### config.mk
export PLATFORM = sky130hd
export DESIGN_NAME = neighbor_table_ttl_aging
export DESIGN_NICKNAME = d
export VERILOG_FILES = /design/src/sv/nta_pkg.sv /design/src/sv/neighbor_table_ttl_aging.sv
export VERILOG_INCLUDE_DIRS = /design/src /design/src/sv
export SDC_FILE = /design/constraint.sdc
export NUM_CORES = 1
export LEC_CHECK = 0
export BUFFER_PORTS_ARGS = -buffer_cell sky130_fd_sc_hd__buf_4
export CORE_ASPECT_RATIO = 2
export CORE_UTILIZATION = 55
export DETAILED_ROUTE_END_ITERATION = 6
export PLACE_DENSITY = 0.72
export SYNTH_ARGS = -nofsm -noshare
export SYNTH_HDL_FRONTEND = slang
export SYNTH_SLANG_ARGS = --single-unit
### constraint.sdc
create_clock -name clk -period 7.8 [get_ports clk]
set_input_delay 0.78 -clock clk [delete_from_list [all_inputs] [get_ports clk]]
set_output_delay 0.78 -clock clk [all_outputs]
set_load 0.03 [all_outputs]
### src/sv/neighbor_table_ttl_aging_assert.svh
// Assertion helpers for the neighbor table.
`ifndef NEIGHBOR_TABLE_TTL_AGING_ASSERT_SVH
`define NEIGHBOR_TABLE_TTL_AGING_ASSERT_SVH

// Check a property on every clock edge outside reset.
`define NTA_ASSERT(lbl, prop, msg) \
	lbl: assert property (@(posedge clk) disable iff (!arst_n) (prop)) else $error(msg);

// Check a property on every clock edge, reset included.
`define NTA_ASSERT_ALWAYS(lbl, prop, msg) \
	lbl: assert property (@(posedge clk) (prop)) else $error(msg);

`endif

### src/sv/nta_pkg.sv
`default_nettype none
package nta_pkg;
	localparam int DEPTH_DEF  = 16;
	localparam int OP_W       = 3;
	localparam int ADDR_W     = 8;
	localparam int TTL_W      = 8;
	localparam int USE_W      = 5;

	localparam logic [TTL_W-1:0] TTL_RESET = 8'd30;

	localparam logic [OP_W-1:0] OP_ADD     = 3'd0;
	localparam logic [OP_W-1:0] OP_REFRESH = 3'd1;
	localparam logic [OP_W-1:0] OP_TICK    = 3'd2;
	localparam logic [OP_W-1:0] OP_PURGE   = 3'd3;
	localparam logic [OP_W-1:0] OP_QUERY   = 3'd4;
	localparam logic [OP_W-1:0] OP_CLEAR   = 3'd5;

	typedef logic [ADDR_W-1:0] addr_t;
	typedef logic [TTL_W-1:0]  ttl_t;
endpackage
`default_nettype wire

### src/sv/neighbor_table_ttl_aging.sv
// Neighbor table with TTL aging: TABLE_DEPTH entries, each an 8-bit peer address and an
// 8-bit time-to-live. A request is one of add, refresh, tick, purge, query or clear and
// yields exactly one result with found, remaining_ttl, rejected_full and entries_in_use.
// Address and TTL live in one single-port-read memory that a sequencer sweeps one entry
// per cycle; valid marks sit in flip-flops and are cleared at reset. Add, refresh, tick,
// purge and query sweep the whole table between acceptance and the next acceptance
// (TABLE_DEPTH reads, a drain state for the registered read, a done state to write back
// and post the result, an idle state to take the next request); clear and unknown codes
// go straight to the done state. The memory read port paces the sweep. The result sits
// in an output register, so the next request is taken while the previous result still
// waits; a second result that finds the register still full holds the sequencer until
// it drains. ttl_reload may be written only while the block is idle. entries_in_use is
// the valid count kept modulo 32.
`default_nettype none
`include "neighbor_table_ttl_aging_assert.svh"
module neighbor_table_ttl_aging #(
	parameter int TABLE_DEPTH = nta_pkg::DEPTH_DEF
) (
	input  wire logic                      clk,
	input  wire logic                      arst_n,
	input  wire logic                      cfg_we,
	input  wire logic [nta_pkg::TTL_W-1:0] cfg_wdata,
	input  wire logic                      in_valid,
	output logic                           in_ready,
	input  wire logic [nta_pkg::OP_W-1:0]  operation,
	input  wire logic [nta_pkg::ADDR_W-1:0] peer_address,
	output logic                           out_valid,
	input  wire logic                      out_ready,
	output logic                           found,
	output logic [nta_pkg::TTL_W-1:0]      remaining_ttl,
	output logic                           rejected_full,
	output logic [nta_pkg::USE_W-1:0]      entries_in_use
);
	localparam int IDX_W  = $clog2(TABLE_DEPTH);
	localparam int CNT_W  = $clog2(TABLE_DEPTH + 1);
	localparam int WORD_W = nta_pkg::ADDR_W + nta_pkg::TTL_W;
	localparam logic [IDX_W-1:0] LAST_IDX = IDX_W'(TABLE_DEPTH - 1);

	localparam logic [1:0] ST_IDLE  = 2'd0;
	localparam logic [1:0] ST_SCAN  = 2'd1;
	localparam logic [1:0] ST_DRAIN = 2'd2;
	localparam logic [1:0] ST_DONE  = 2'd3;

	logic [1:0]             state_q;
	nta_pkg::ttl_t          ttl_reload_q;
	logic [TABLE_DEPTH-1:0] valid_q;
	logic [CNT_W-1:0]       cnt_q;

	// request held for the whole sweep
	logic [nta_pkg::OP_W-1:0] op_q;
	nta_pkg::addr_t           addr_q;

	// sweep results
	logic          match_hit_q;
	logic [IDX_W-1:0] match_idx_q;
	nta_pkg::ttl_t match_ttl_q;
	logic          free_hit_q;
	logic [IDX_W-1:0] free_idx_q;

	// read address, then one registered read stage
	logic [IDX_W-1:0]  rd_idx_q;
	logic              chk_vld_s1;
	logic [IDX_W-1:0]  chk_idx_s1;
	logic [WORD_W-1:0] rd_word_s1;

	logic [WORD_W-1:0] mem [TABLE_DEPTH];

	// result register
	logic          out_valid_q;
	logic          found_q;
	nta_pkg::ttl_t ttl_q;
	logic          full_q;
	logic [nta_pkg::USE_W-1:0] use_q;

	logic              in_fire;
	logic              done_fire;
	logic              scan_op;
	nta_pkg::addr_t    chk_addr;
	nta_pkg::ttl_t     chk_ttl;
	logic              chk_v;
	logic              tick_wr;
	logic              purge_hit;
	logic              add_new;
	logic              mem_we;
	logic [IDX_W-1:0]  mem_wa;
	logic [WORD_W-1:0] mem_wd;
	logic              res_found;
	nta_pkg::ttl_t     res_ttl;
	logic              res_full;
	logic [CNT_W-1:0]  cnt_done;

	assign in_ready  = (state_q == ST_IDLE);
	assign in_fire   = in_valid && in_ready;
	assign done_fire = (state_q == ST_DONE) && (!out_valid_q || out_ready);

	// clear and unknown codes need no sweep
	assign scan_op = (operation == nta_pkg::OP_ADD) || (operation == nta_pkg::OP_REFRESH) ||
		(operation == nta_pkg::OP_TICK) || (operation == nta_pkg::OP_PURGE) ||
		(operation == nta_pkg::OP_QUERY);

	assign chk_addr  = rd_word_s1[nta_pkg::TTL_W +: nta_pkg::ADDR_W];
	assign chk_ttl   = rd_word_s1[nta_pkg::TTL_W-1:0];
	assign chk_v     = valid_q[chk_idx_s1];
	assign tick_wr   = chk_vld_s1 && (op_q == nta_pkg::OP_TICK) && chk_v && (chk_ttl != '0);
	assign purge_hit = chk_vld_s1 && (op_q == nta_pkg::OP_PURGE) && chk_v && (chk_ttl == '0);
	assign add_new   = (op_q == nta_pkg::OP_ADD) && !match_hit_q && free_hit_q;

	// Result of the finished sweep.
	always_comb begin
		res_found = 1'b0;
		res_ttl   = '0;
		res_full  = 1'b0;
		cnt_done  = cnt_q;
		unique case (op_q)
			nta_pkg::OP_ADD: begin
				res_found = match_hit_q;
				if (match_hit_q) begin
					res_ttl = match_ttl_q;
				end else if (free_hit_q) begin
					res_ttl  = ttl_reload_q;
					cnt_done = cnt_q + CNT_W'(1);
				end else begin
					res_full = 1'b1;
				end
			end
			nta_pkg::OP_REFRESH: begin
				res_found = match_hit_q;
				res_ttl   = match_hit_q ? ttl_reload_q : '0;
			end
			nta_pkg::OP_QUERY: begin
				res_found = match_hit_q;
				res_ttl   = match_hit_q ? match_ttl_q : '0;
			end
			nta_pkg::OP_CLEAR: begin
				cnt_done = '0;
			end
			default: begin
			end
		endcase
	end

	// One write port: tick decrements during the sweep, add and refresh write at the end.
	always_comb begin
		mem_we = 1'b0;
		mem_wa = chk_idx_s1;
		mem_wd = {chk_addr, chk_ttl - nta_pkg::TTL_W'(1)};
		if (tick_wr) begin
			mem_we = 1'b1;
		end else if (done_fire && add_new) begin
			mem_we = 1'b1;
			mem_wa = free_idx_q;
			mem_wd = {addr_q, ttl_reload_q};
		end else if (done_fire && (op_q == nta_pkg::OP_REFRESH) && match_hit_q) begin
			mem_we = 1'b1;
			mem_wa = match_idx_q;
			mem_wd = {addr_q, ttl_reload_q};
		end
	end

	always_ff @(posedge clk) begin
		if (mem_we) begin
			mem[mem_wa] <= mem_wd;
		end
		rd_word_s1 <= mem[rd_idx_q];
	end

	// Request and sweep bookkeeping (payload, no reset).
	always_ff @(posedge clk) begin
		chk_idx_s1 <= rd_idx_q;
		if (in_fire) begin
			op_q   <= operation;
			addr_q <= peer_address;
		end
		if (done_fire) begin
			found_q <= res_found;
			ttl_q   <= res_ttl;
			full_q  <= res_full;
			use_q   <= nta_pkg::USE_W'(cnt_done);
		end
		if (chk_vld_s1 && !match_hit_q && chk_v && (chk_addr == addr_q)) begin
			match_idx_q <= chk_idx_s1;
			match_ttl_q <= chk_ttl;
		end
		if (chk_vld_s1 && !free_hit_q && !chk_v) begin
			free_idx_q <= chk_idx_s1;
		end
	end

	// Control state.
	always_ff @(posedge clk or negedge arst_n) begin
		if (!arst_n) begin
			state_q      <= ST_IDLE;
			ttl_reload_q <= nta_pkg::TTL_RESET;
			valid_q      <= '0;
			cnt_q        <= '0;
			rd_idx_q     <= '0;
			chk_vld_s1   <= 1'b0;
			match_hit_q  <= 1'b0;
			free_hit_q   <= 1'b0;
			out_valid_q  <= 1'b0;
		end else begin
			if (cfg_we) begin
				ttl_reload_q <= cfg_wdata;
			end
			chk_vld_s1 <= (state_q == ST_SCAN);
			// post a new result, else drop the one just taken
			if (done_fire) begin
				out_valid_q <= 1'b1;
			end else if (out_valid_q && out_ready) begin
				out_valid_q <= 1'b0;
			end
			// capture first match and first free slot as the sweep passes
			if (chk_vld_s1 && !match_hit_q && chk_v && (chk_addr == addr_q)) begin
				match_hit_q <= 1'b1;
			end
			if (chk_vld_s1 && !free_hit_q && !chk_v) begin
				free_hit_q <= 1'b1;
			end
			// drop expired entries
			if (purge_hit) begin
				valid_q[chk_idx_s1] <= 1'b0;
				cnt_q               <= cnt_q - CNT_W'(1);
			end
			unique case (state_q)
				ST_IDLE: begin
					if (in_fire) begin
						rd_idx_q    <= '0;
						match_hit_q <= 1'b0;
						free_hit_q  <= 1'b0;
						state_q     <= scan_op ? ST_SCAN : ST_DONE;
					end
				end
				ST_SCAN: begin
					rd_idx_q <= rd_idx_q + IDX_W'(1);
					if (rd_idx_q == LAST_IDX) begin
						state_q <= ST_DRAIN;
					end
				end
				ST_DRAIN: begin
					state_q <= ST_DONE;
				end
				ST_DONE: begin
					if (done_fire) begin
						cnt_q <= cnt_done;
						if (add_new) begin
							valid_q[free_idx_q] <= 1'b1;
						end
						if (op_q == nta_pkg::OP_CLEAR) begin
							valid_q <= '0;
						end
						state_q <= ST_IDLE;
					end
				end
				default: begin
					state_q <= ST_IDLE;
				end
			endcase
		end
	end

	assign out_valid      = out_valid_q;
	assign found          = found_q;
	assign remaining_ttl  = ttl_q;
	assign rejected_full  = full_q;
	assign entries_in_use = use_q;

	`NTA_ASSERT(a_cnt_bound, cnt_q <= CNT_W'(TABLE_DEPTH), "entry count above table depth")
	`NTA_ASSERT(a_cnt_match,
		(state_q == ST_IDLE) |-> ($countones(valid_q) == int'(cnt_q)),
		"entry count out of step with valid marks")
	`NTA_ASSERT(a_chk_in_sweep,
		chk_vld_s1 |-> (state_q == ST_SCAN || state_q == ST_DRAIN),
		"read stage active outside sweep")
	`NTA_ASSERT(a_full_clean,
		(out_valid_q && full_q) |-> (!found_q && ttl_q == '0),
		"full flag with a match or nonzero TTL")
	`NTA_ASSERT_ALWAYS(a_reset_idle,
		!arst_n |-> ##1 (state_q == ST_IDLE && !out_valid_q),
		"sequencer busy in reset")
endmodule
`default_nettype wire
## After elaboration in Yosys (flattened, before gate mapping)

Memories as Yosys holds them, arrays and structs flattened. A register that Yosys moved wholly into a read port is not among the register bits.
Cells that the tools add are included.
Widths: inputs -> output; s select.

- $add $sub $neg: 4
- Magnitude comparators: 4
- Equal/unequal tests: 17
- Muxes and demuxes: 49
- Bitwise operators: 4
- Reductions and logical operators: 41

Operators by type and width:

| kind | count |
|---|---|
| $mux 16 | 8 |
| $mux 8 | 4 |
| $mux 5 | 5 |
| $pmux 8 s3 | 1 |
| $logic_and 1x1->1 | 21 |
| $mux 1 | 17 |
| $and 16x16->16 | 1 |
| $mux 4 | 4 |
| $not 16->16 | 1 |
| $or 16x16->16 | 1 |
| $eq 3x2->1 const B | 4 |
| $lt 4x5->1 const B | 2 |
| $pmux 5 s2 | 1 |
| $eq 3x3->1 const B | 3 |
| $demux 1 s4 | 2 |
| $eq 8x8->1 | 1 |
| $ge 4x1->1 const B | 2 |
| $logic_not 8->1 | 1 |
| $mux 2 | 4 |
| $pmux 2 s4 | 1 |
| $pmux 4 s2 | 1 |
| $reduce_bool 8->1 | 1 |
| $sub 8x1->8 const B | 1 |
| $eq 3x1->1 const B | 2 |
| other kinds (19) | 30 |

- Register bits: 85
- Bits in writable memories: 256
- Bits of input ports: 24
- Output and inout port bits: 17
- Word-level logic and storage cells: 139
- Memories kept: 1

Memories:

| memory | depth | bits a word | rd ports | clocked after Yosys merged registers in | wr ports | RTL line | RTL |
|---|---|---|---|---|---|---|---|
| mem | 16 | 16 | 1 | 1 | 1 | neighbor_table_ttl_aging.sv:66 | `logic [WORD_W-1:0] mem [TABLE_DEPTH];` |

## Depth between registers and ports, before layout

Gate-level depths: netlist of the first run.

- Word-level depth: 12
- Mapped depth: 7
- Mapped depth without buffers: 7

## Least setup slack after synthesis of the first run

No wires, ideal clock.

- Path kind: input-to-reg
- Start point: in out_ready
- End point: mem mem[5][0] (netlist name), enable pin
- Library setup time: 0.409 ns
- Data arrival time: 3.113 ns
- Required time: 7.391 ns
- Slack: 4.278 ns
- Stages: 6
- Cell sequence: nand2b_1 > nand2_1 > inv_1 > o2bb2ai_1 > nand3_1 > nor3_1

- Word-level cells in the longest chain between the ends: 9
- Elaborated cells between the ends (all ways): 13

Ends and longest elaborated chain:

| element | RTL line | RTL |
|---|---|---|
| start: declaration | neighbor_table_ttl_aging.sv:28 | `input wire logic out_ready,` |
| $logic_or 1x1->1 * | neighbor_table_ttl_aging.sv:94 | `assign done_fire = (state_q == ST_DONE) && (!out_valid_q \|\| out_ready);` |
| $logic_and 1x1->1 * | neighbor_table_ttl_aging.sv:94 |  |
| via done_fire | neighbor_table_ttl_aging.sv:76 | `logic done_fire;` |
| $logic_and 1x1->1 (2 in a row) | neighbor_table_ttl_aging.sv:153 | `end else if (done_fire && (op_q == nta_pkg::OP_REFRESH) && match_hit_q) begin` |
| $mux 1 | neighbor_table_ttl_aging.sv:153 |  |
| $mux 1 | neighbor_table_ttl_aging.sv:149 | `end else if (done_fire && add_new) begin` |
| $mux 1 | neighbor_table_ttl_aging.sv:147 | `if (tick_wr) begin` |
| $mux 1 | neighbor_table_ttl_aging.sv:161 | `if (mem_we) begin` |
| $mux 1 (implied by the code) | neighbor_table_ttl_aging.sv:162 | `mem[mem_wa] <= mem_wd;` |
| end: declaration | neighbor_table_ttl_aging.sv:66 |  |

Mark *: on every way through the listed nets, which the timed path passes. The rest lies on a longest branch.

## Worst setup path after layout of the first run

- Start point: reg chk_idx_s1[1]
- End point: mem mem[10][11] (netlist name), enable pin

- Word-level cells in the longest chain between the ends: 7
- Elaborated cells between the ends (all ways): 10

Ends and longest elaborated chain:

| element | RTL line | RTL |
|---|---|---|
| start: declaration | neighbor_table_ttl_aging.sv:63 | `logic [IDX_W-1:0] chk_idx_s1;` |
| start signal: assignment | neighbor_table_ttl_aging.sv:169 | `chk_idx_s1 <= rd_idx_q;` |
| $bmux 1 s4 | neighbor_table_ttl_aging.sv:103 | `assign chk_v = valid_q[chk_idx_s1];` |
| $mux 1 (implied by the code) | neighbor_table_ttl_aging.sv:103 |  |
| $logic_and 1x1->1 (2 in a row) | neighbor_table_ttl_aging.sv:104 | `assign tick_wr = chk_vld_s1 && (op_q == nta_pkg::OP_TICK) && chk_v && (chk_ttl != '0);` |
| $mux 1 | neighbor_table_ttl_aging.sv:147 |  |
| $mux 1 | neighbor_table_ttl_aging.sv:161 |  |
| $mux 1 (implied by the code) | neighbor_table_ttl_aging.sv:162 |  |

Parallel ways exist; a longest one is shown, timed or not. The select of a mux whose other input is x is not followed.

==> flow_summary_export.csv, run 1 <==
group,metric,value,unit
clock_network,tritoncts,"done",
clock_network,clk_pin_slew,0.07,ns
pwr,power.density,353,nW/µm²
critical_path,crit_required,8.04,ns
clock_network,ctsLongestPathBuffers,3,
critical_path,crit_slowest_cell,"dfxtp_1",
drt,first_pass_iters,5,
sta,finalHoldViolCount,0,
critical_path,worst-path-buf-inv,1,
sta,layout_setup_ws,4.27,ns
yosys,ys_ff_latch,357,
critical_path,endpoint_kind,"register",
die,pin_count,41,
layout,area_growth,12.7,%
yosys,synth-edff-count,298,
yosys,synth_area,14400,µm²
die,die_area,26900,µm²
critical_path,cpMostUsedCell,"o22ai_1",
drt,wl,34.6,mm
clock_network,htree_levels,1,
global_route,track_usage,27.2,%
global_route,grt_pass1_vias,8105,
clock_network,cts_setup_buffers,0,
yosys,synth_cell_types,59,
drt,drtIter0Drc,805,
clock_network,cts_resized,0,
global_route,grt_max_degree,69,
yosys,synthArstFlopShare,10.9,%
die,fp.dieH,231,µm
clock_network,numCtsBuffers,30,
status,status,"complete, no violations",
layout,multi_input_area,3960,µm²
drt,antenna_left,0,
critical_path,cp_cell_sequence,"mux4_2, o22ai_1, o22ai_1, a41oi_2, nor3_2, buf_4",
die,dieWidth,116,µm
die,core,25700,µm²
layout,ff_latch_area,10300,µm²
clock_network,numClockSinks,357,
global_route,grt_antenna_before_repair,0,
placement,hpwl,23.9,mm
critical_path,path_max_fanout,19,
layout,layout_common_cells,"edfxtp_1 (298), mux4_2 (82), nand2_1 (67)",
placement,post-place-ws,4.11,ns
pwr,ir_worst_vdd,0.214,mV
sta,fin_setup_tns,0,ns
clock_network,cts-root-buf,"clkbuf_16",
critical_path,worstSetupStartpointType,"register",
critical_path,critPathKind,"register to register",
yosys,synth_area_per_cell,18.0,µm²
layout,layout_commonest_cell,"edfxtp_1",
yosys,synthFlopType,"edfxtp_1",
sta,worst_slew_pin_slew,1.41,ns
layout,diodes,0,
drt,vias,7834,
critical_path,slowest_delay,0.81,ns
critical_path,cp_top_family,"compound AO/OA/AOI/OAI gates",
die,start_util,56.1,%
placement,io_buffers,40,
sta,clock.fmax,283,MHz
yosys,ys_seq_area_share,71.7,%
run,cap_violations,0,
sta,rsz0062_at_grt,"false",
drt,drc,0,
yosys,yosysWarnings,0,
sta,period_share,45.3,%
clock_network,hold_buffers,0,
sta,setup_violations,0,
drt,avgViaCountPerCell,6.41,
layout,nNetsFinal,893,
yosys,synth_fp_nets,833,
layout,layout-drive-gt1-share,26.5,%
sta,slew_headroom,5.60,%
placement,gp_congestion,0.957,
layout,post-route-util,63.3,%
sta,fin_crit,3.53,ns
global_route,grt_pass1_wl,51.0,mm
global_route,grt_overflow_total,0,
layout,nFillCells,1779,
critical_path,cp.arrival,3.78,ns
min_path,hp-class,"input pin to asynchronous set/reset pin",
sta,finClkSkew,0.0109,ns
clock_network,clkLatencyLatePin,0.57,ns
die,rows,83,
yosys,postSynthCellCount,800,
drt,avgRoutedWirePerCell,28.3,µm
sta,slew_violations,0,
pwr,p_leak,5.33,nW
[cells by family after synthesis]
group                      after synthesis  share of synthesized area (%)
DFF                                    357                           71.7
and+or+nand+nor                        187                           6.82
muxes                                   98                           14.0
AOI/OAI and AO/OA                       86                           4.38
buffers and inverters                   49                           1.39
xor gates and xnor gates                14                          0.852
adders and majority gates                9                          0.782
[per-layer routing]
metal  up-vias  GRT usage (%)  share of wire (%)
met2       320           48.0                 55
met1      4054           28.9                 32
met3        99           3.26                4.2
met4         0           20.5                8.8
li1       3361              -                  -
met5         -              0                  0
[worst register-to-register path: stages, from the launching register on]
cell	delay, ns
dfxtp_1	0.81
mux4_2	0.37
o22ai_1	0.15
o22ai_1	0.73
a41oi_2	0.57
nor3_2	0.29
buf_4	0.30
[worst paths after layout]
kind	depth (start not counted)	startpoint	slack, ns	end
max reg2reg	6	chk_idx_s1[1]$_DFF_P_	4.27	mem[10][11]$_DFFE_PP_
min	1	arst_n	0.19	valid_q[10]$_DFF_PN0_
min in group clk	1	peer_address[1]	0.39	addr_q[1]$_DFFE_PP_
max in group asynchronous	1	arst_n	7.19	rd_idx_q[0]$_DFFE_PN0P_
min reg2reg	0	rd_word_s1[1]$_DFF_P_	0.53	match_ttl_q[1]$_DFFE_PP_
max	6	chk_idx_s1[1]$_DFF_P_	4.27	mem[10][11]$_DFFE_PP_
[Yosys cell counts (all sizes together), types with 13 or more instances]
cell      n  area share (%)
buf      14            0.48
clkbuf   22            0.57
dfrtp    35             6.1
dfxtp    20             2.8
edfxtp  298              62
inv      13            0.34
mux4     82              13
nand2    67             1.7
nand3    13            0.49
nor2     15            0.39
nor3     25            0.90
nor4     15            0.65
o21ai    25            0.87
[registers in the layout (all words and copies together) (netlist names)]
| register | cells |
|---|---|
| addr_q | 8 |
| chk_idx_s1 | 4 |
| chk_vld_s1 | 1 |
| cnt_q | 5 |
| entries_in_use | 5 |
| found | 1 |
| free_hit_q | 1 |
| free_idx_q | 4 |
| match_hit_q | 1 |
| match_idx_q | 4 |
| match_ttl_q | 8 |
| mem | 256 |
| op_q | 3 |
| out_valid | 1 |
| rd_idx_q | 4 |
| rd_word_s1 | 16 |
| rejected_full | 1 |
| remaining_ttl | 8 |
| state_q | 2 |
| ttl_reload_q | 8 |
| valid_q | 16 |
[area by class of cell]
class / instances / area share, %
Clock buffer: 38 / 4.94
Timing Repair Buffer: 64 / 2.96
Sequential cell: 357 / 63.7
Clock inverter: 17 / 1.09
Inverter: 13 / 0.301
Tap cell: 340 / 2.62
Multi-Input combinational cell: 394 / 24.4
[through the flow]
| step | cells | total power (W) | hold slack [ns] | instance area [µm²] |
|---|---|---|---|---|
| 2_1_floorplan | 800 | 0.00363 | 0.342 | 14400 |
| 3_3_place_gp | 1168 | 0.00420 | 0.496 | 15200 |
| 3_5_place_dp | 1168 | 0.00428 | 0.500 | 15200 |
| 4_1_cts | 1223 | 0.00576 | 0.201 | 16200 |
| 5_1_grt | 1223 | 0.00593 | 0.232 | 16200 |
| 6_report | 1223 | 0.00573 | 0.195 | 16200 |
[power by group]
part,switching [W],internal (W),leakage [nW]
Clock,0.000661,0.000831,0.469
Combinational,0.000984,0.000522,1.51
Sequential,0.000208,0.00252,3.35
Total,0.00185,0.00388,5.33
(Power assumes the default switching activity.)
==> run 2: changes to the inputs <==
--- a/config.mk
+++ b/config.mk
@@ -10,7 +10,7 @@
 export CORE_ASPECT_RATIO = 2
 export CORE_UTILIZATION = 55
 export DETAILED_ROUTE_END_ITERATION = 6
-export PLACE_DENSITY = 0.72
+export PLACE_DENSITY = 0.75
 export SYNTH_ARGS = -nofsm -noshare
 export SYNTH_HDL_FRONTEND = slang
 export SYNTH_SLANG_ARGS = --single-unit
==> constraint.sdc (replaced) <==
create_clock -name clk -period 2.8 [get_ports clk]
set_input_delay 0.28 -clock clk [delete_from_list [all_inputs] [get_ports clk]]
set_output_delay 0.28 -clock clk [all_outputs]
set_load 0.03 [all_outputs]
==> run 2 against run 1 <==
  * Cell area up 5.0%
  * Critical path type unchanged
  * Critical endpoint is now mem[7][5]$_DFFE_PP_
  * Register-to-register slack worse by 4.2 ns
  * First-iteration DRC count shrank 17%
==> flow_summary_export.csv, run 2 (synthesis results as in run 1) <==
group,metric,value,unit
clock_network,cts_setup_buffers,0,
drt,avgRoutedWirePerCell,25.5,µm
placement,hpwl,22.4,mm
clock_network,clk_pin_slew,0.07,ns
critical_path,path_max_fanout,16,
die,core,25700,µm²
min_path,min_to,"ttl_reload_q[0]$_DFFE_PN0P_",
critical_path,endpoint_kind,"register",
layout,layout_common_cells,"edfxtp_1 (298), buf_4 (94), mux4_2 (82)",
drt,first_pass_iters,5,
sta,finalHoldViolCount,0,
global_route,grt_overflow_total,0,
sta,fin_crit,2.70,ns
sta,slew_headroom,28.7,%
placement,gp_congestion,0.963,
critical_path,regToRegStartpoint,"op_q[0]$_DFFE_PP_",
run,cap_violations,0,
pwr,power.density,947,nW/µm²
drt,wl,32.8,mm
layout,nNetsFinal,959,
global_route,grt_max_degree,69,
critical_path,crit_required,3.07,ns
drt,antenna_left,0,
layout,top_register,"mem",
critical_path,reg2reg_to,"mem[7][5]$_DFFE_PP_",
drt,avgViaCountPerCell,6.30,
critical_path,cp.arrival,2.97,ns
sta,hold_ws,0.0547,ns
die,rows,83,
critical_path,critPathLaunch,"op_q[0]$_DFFE_PP_",
layout,layout.cells.non_filler,1290,
layout,largest_reg_flops,256,
sta,period_share,96.4,%
min_path,hp-class,"input pin to register",
layout,layout_commonest_cell,"edfxtp_1",
layout,area_growth,18.3,%
drt,drc,0,
clock_network,htree_levels,1,
global_route,grt_pass1_vias,8530,
sta,setup_violations,0,
die,start_util,56.1,%
die,fp.dieH,231,µm
sta,worst_slew_pin_slew,1.06,ns
critical_path,r2r_setup_slack,0.10,ns
global_route,grt_pass1_wl,50.2,mm
drt,drtIter0Drc,671,
layout,reg_top3,"mem: 256 flops, rd_word_s1: 16 flops, valid_q: 16 flops",
pwr,total_power,0.0161,W
placement,io_buffers,40,
clock_network,ctsLongestPathBuffers,3,
layout,layout-drive-gt1-share,30.0,%
die,die_area,26900,µm²
min_path,holdPathStages,2,
sta,slew_violations,0,
die,pin_count,41,
die,dieWidth,116,µm
critical_path,worstSetupStartpointType,"register",
pwr,p_leak,5.75,nW
placement,place_area,15800,µm²
sta,finClkSkew,0.00906,ns
clock_network,numCtsBuffers,30,
critical_path,critPathKind,"register to register",
status,status,"complete, no violations",
clock_network,numClockSinks,357,
global_route,track_usage,25.9,%
critical_path,r2r_cells,7,
clock_network,cts-root-buf,"clkbuf_16",
clock_network,clkLatencyLatePin,0.56,ns
pwr,ir_worst_vdd,0.531,mV
placement,place_inst,1213,
sta,clock.fmax,370,MHz
sta,fin_setup_tns,0,ns
drt,vias,8130,
clock_network,tritoncts,"done",
min_path,hold_path_startpoint,"cfg_we",
layout,finalInstanceArea,17000,µm²
global_route,grt_antenna_before_repair,1,
run 2: worst max-delay path, cell delays in order, from the launching register on:
cell and delay (ns):
edfxtp_1 0.39, buf_4 0.19, nor3b_1 0.32, o2111a_1 0.51, o22a_1 0.24, nand2_1 0.21, nor3_2 0.33, buf_12 0.20
run 2: layer usage:
metal | global-route usage (%) | wire [µm]
met4 | 13.3 | 1690
met2 | 47.3 | 18400
met3 | 3.99 | 1770
met5 | 0 | 0
met1 | 28.2 | 10900
run 2: worst max-delay path by stage:
stage / end / slack (ns)
CTS: mem[5][5]$_DFFE_PP_ / 0.07
global route: mem[7][9]$_DFFE_PP_ / -0.003
floorplan: mem[6][0]$_DFFE_PP_ / -0.16
finish: mem[7][5]$_DFFE_PP_ / 0.10
global placement: match_ttl_q[5]$_DFFE_PP_ / 0.16
detailed placement: mem[5][0]$_DFFE_PP_ / 0.11
run 2: repair_timing:
action	in CTS	in global routing
endpoints found under the hold margin	55	0
resized for setup	0	8
hold buffers	21	0
endpoints found under the setup margin	0	137
run 2: metrics by stage:
stage                     util [%]  worst slack (ns)
after global routing          66.4          -0.00322
after detailed placement      61.6             0.108
after CTS                     66.2            0.0678
after floorplan                  -            -0.160
final                         66.4             0.100
after global placement        61.6             0.157
run 2: area by class of cell:
| class | count | area, µm² |
|---|---|---|
| clock buffer | 36 | 815 |
| timing repair buffer | 130 | 1220 |
| multi-input combinational | 394 | 4020 |
| fill | 1639 | 8610 |
| tap | 340 | 425 |
| antenna | 1 | 2.50 |
| inverter | 13 | 48.8 |
| clock inverter | 19 | 175 |
| sequential | 357 | 10300 |
run 2: report_power, final:
group / leakage, nW / total (W) / internal [W] / switching, W
sequential: 3.35 / 0.00744 / 0.00701 / 0.000431
clock: 0.485 / 0.00417 / 0.00235 / 0.00182
combinational: 1.92 / 0.00451 / 0.00179 / 0.00273
total: 5.75 / 0.0161 / 0.0111 / 0.00498
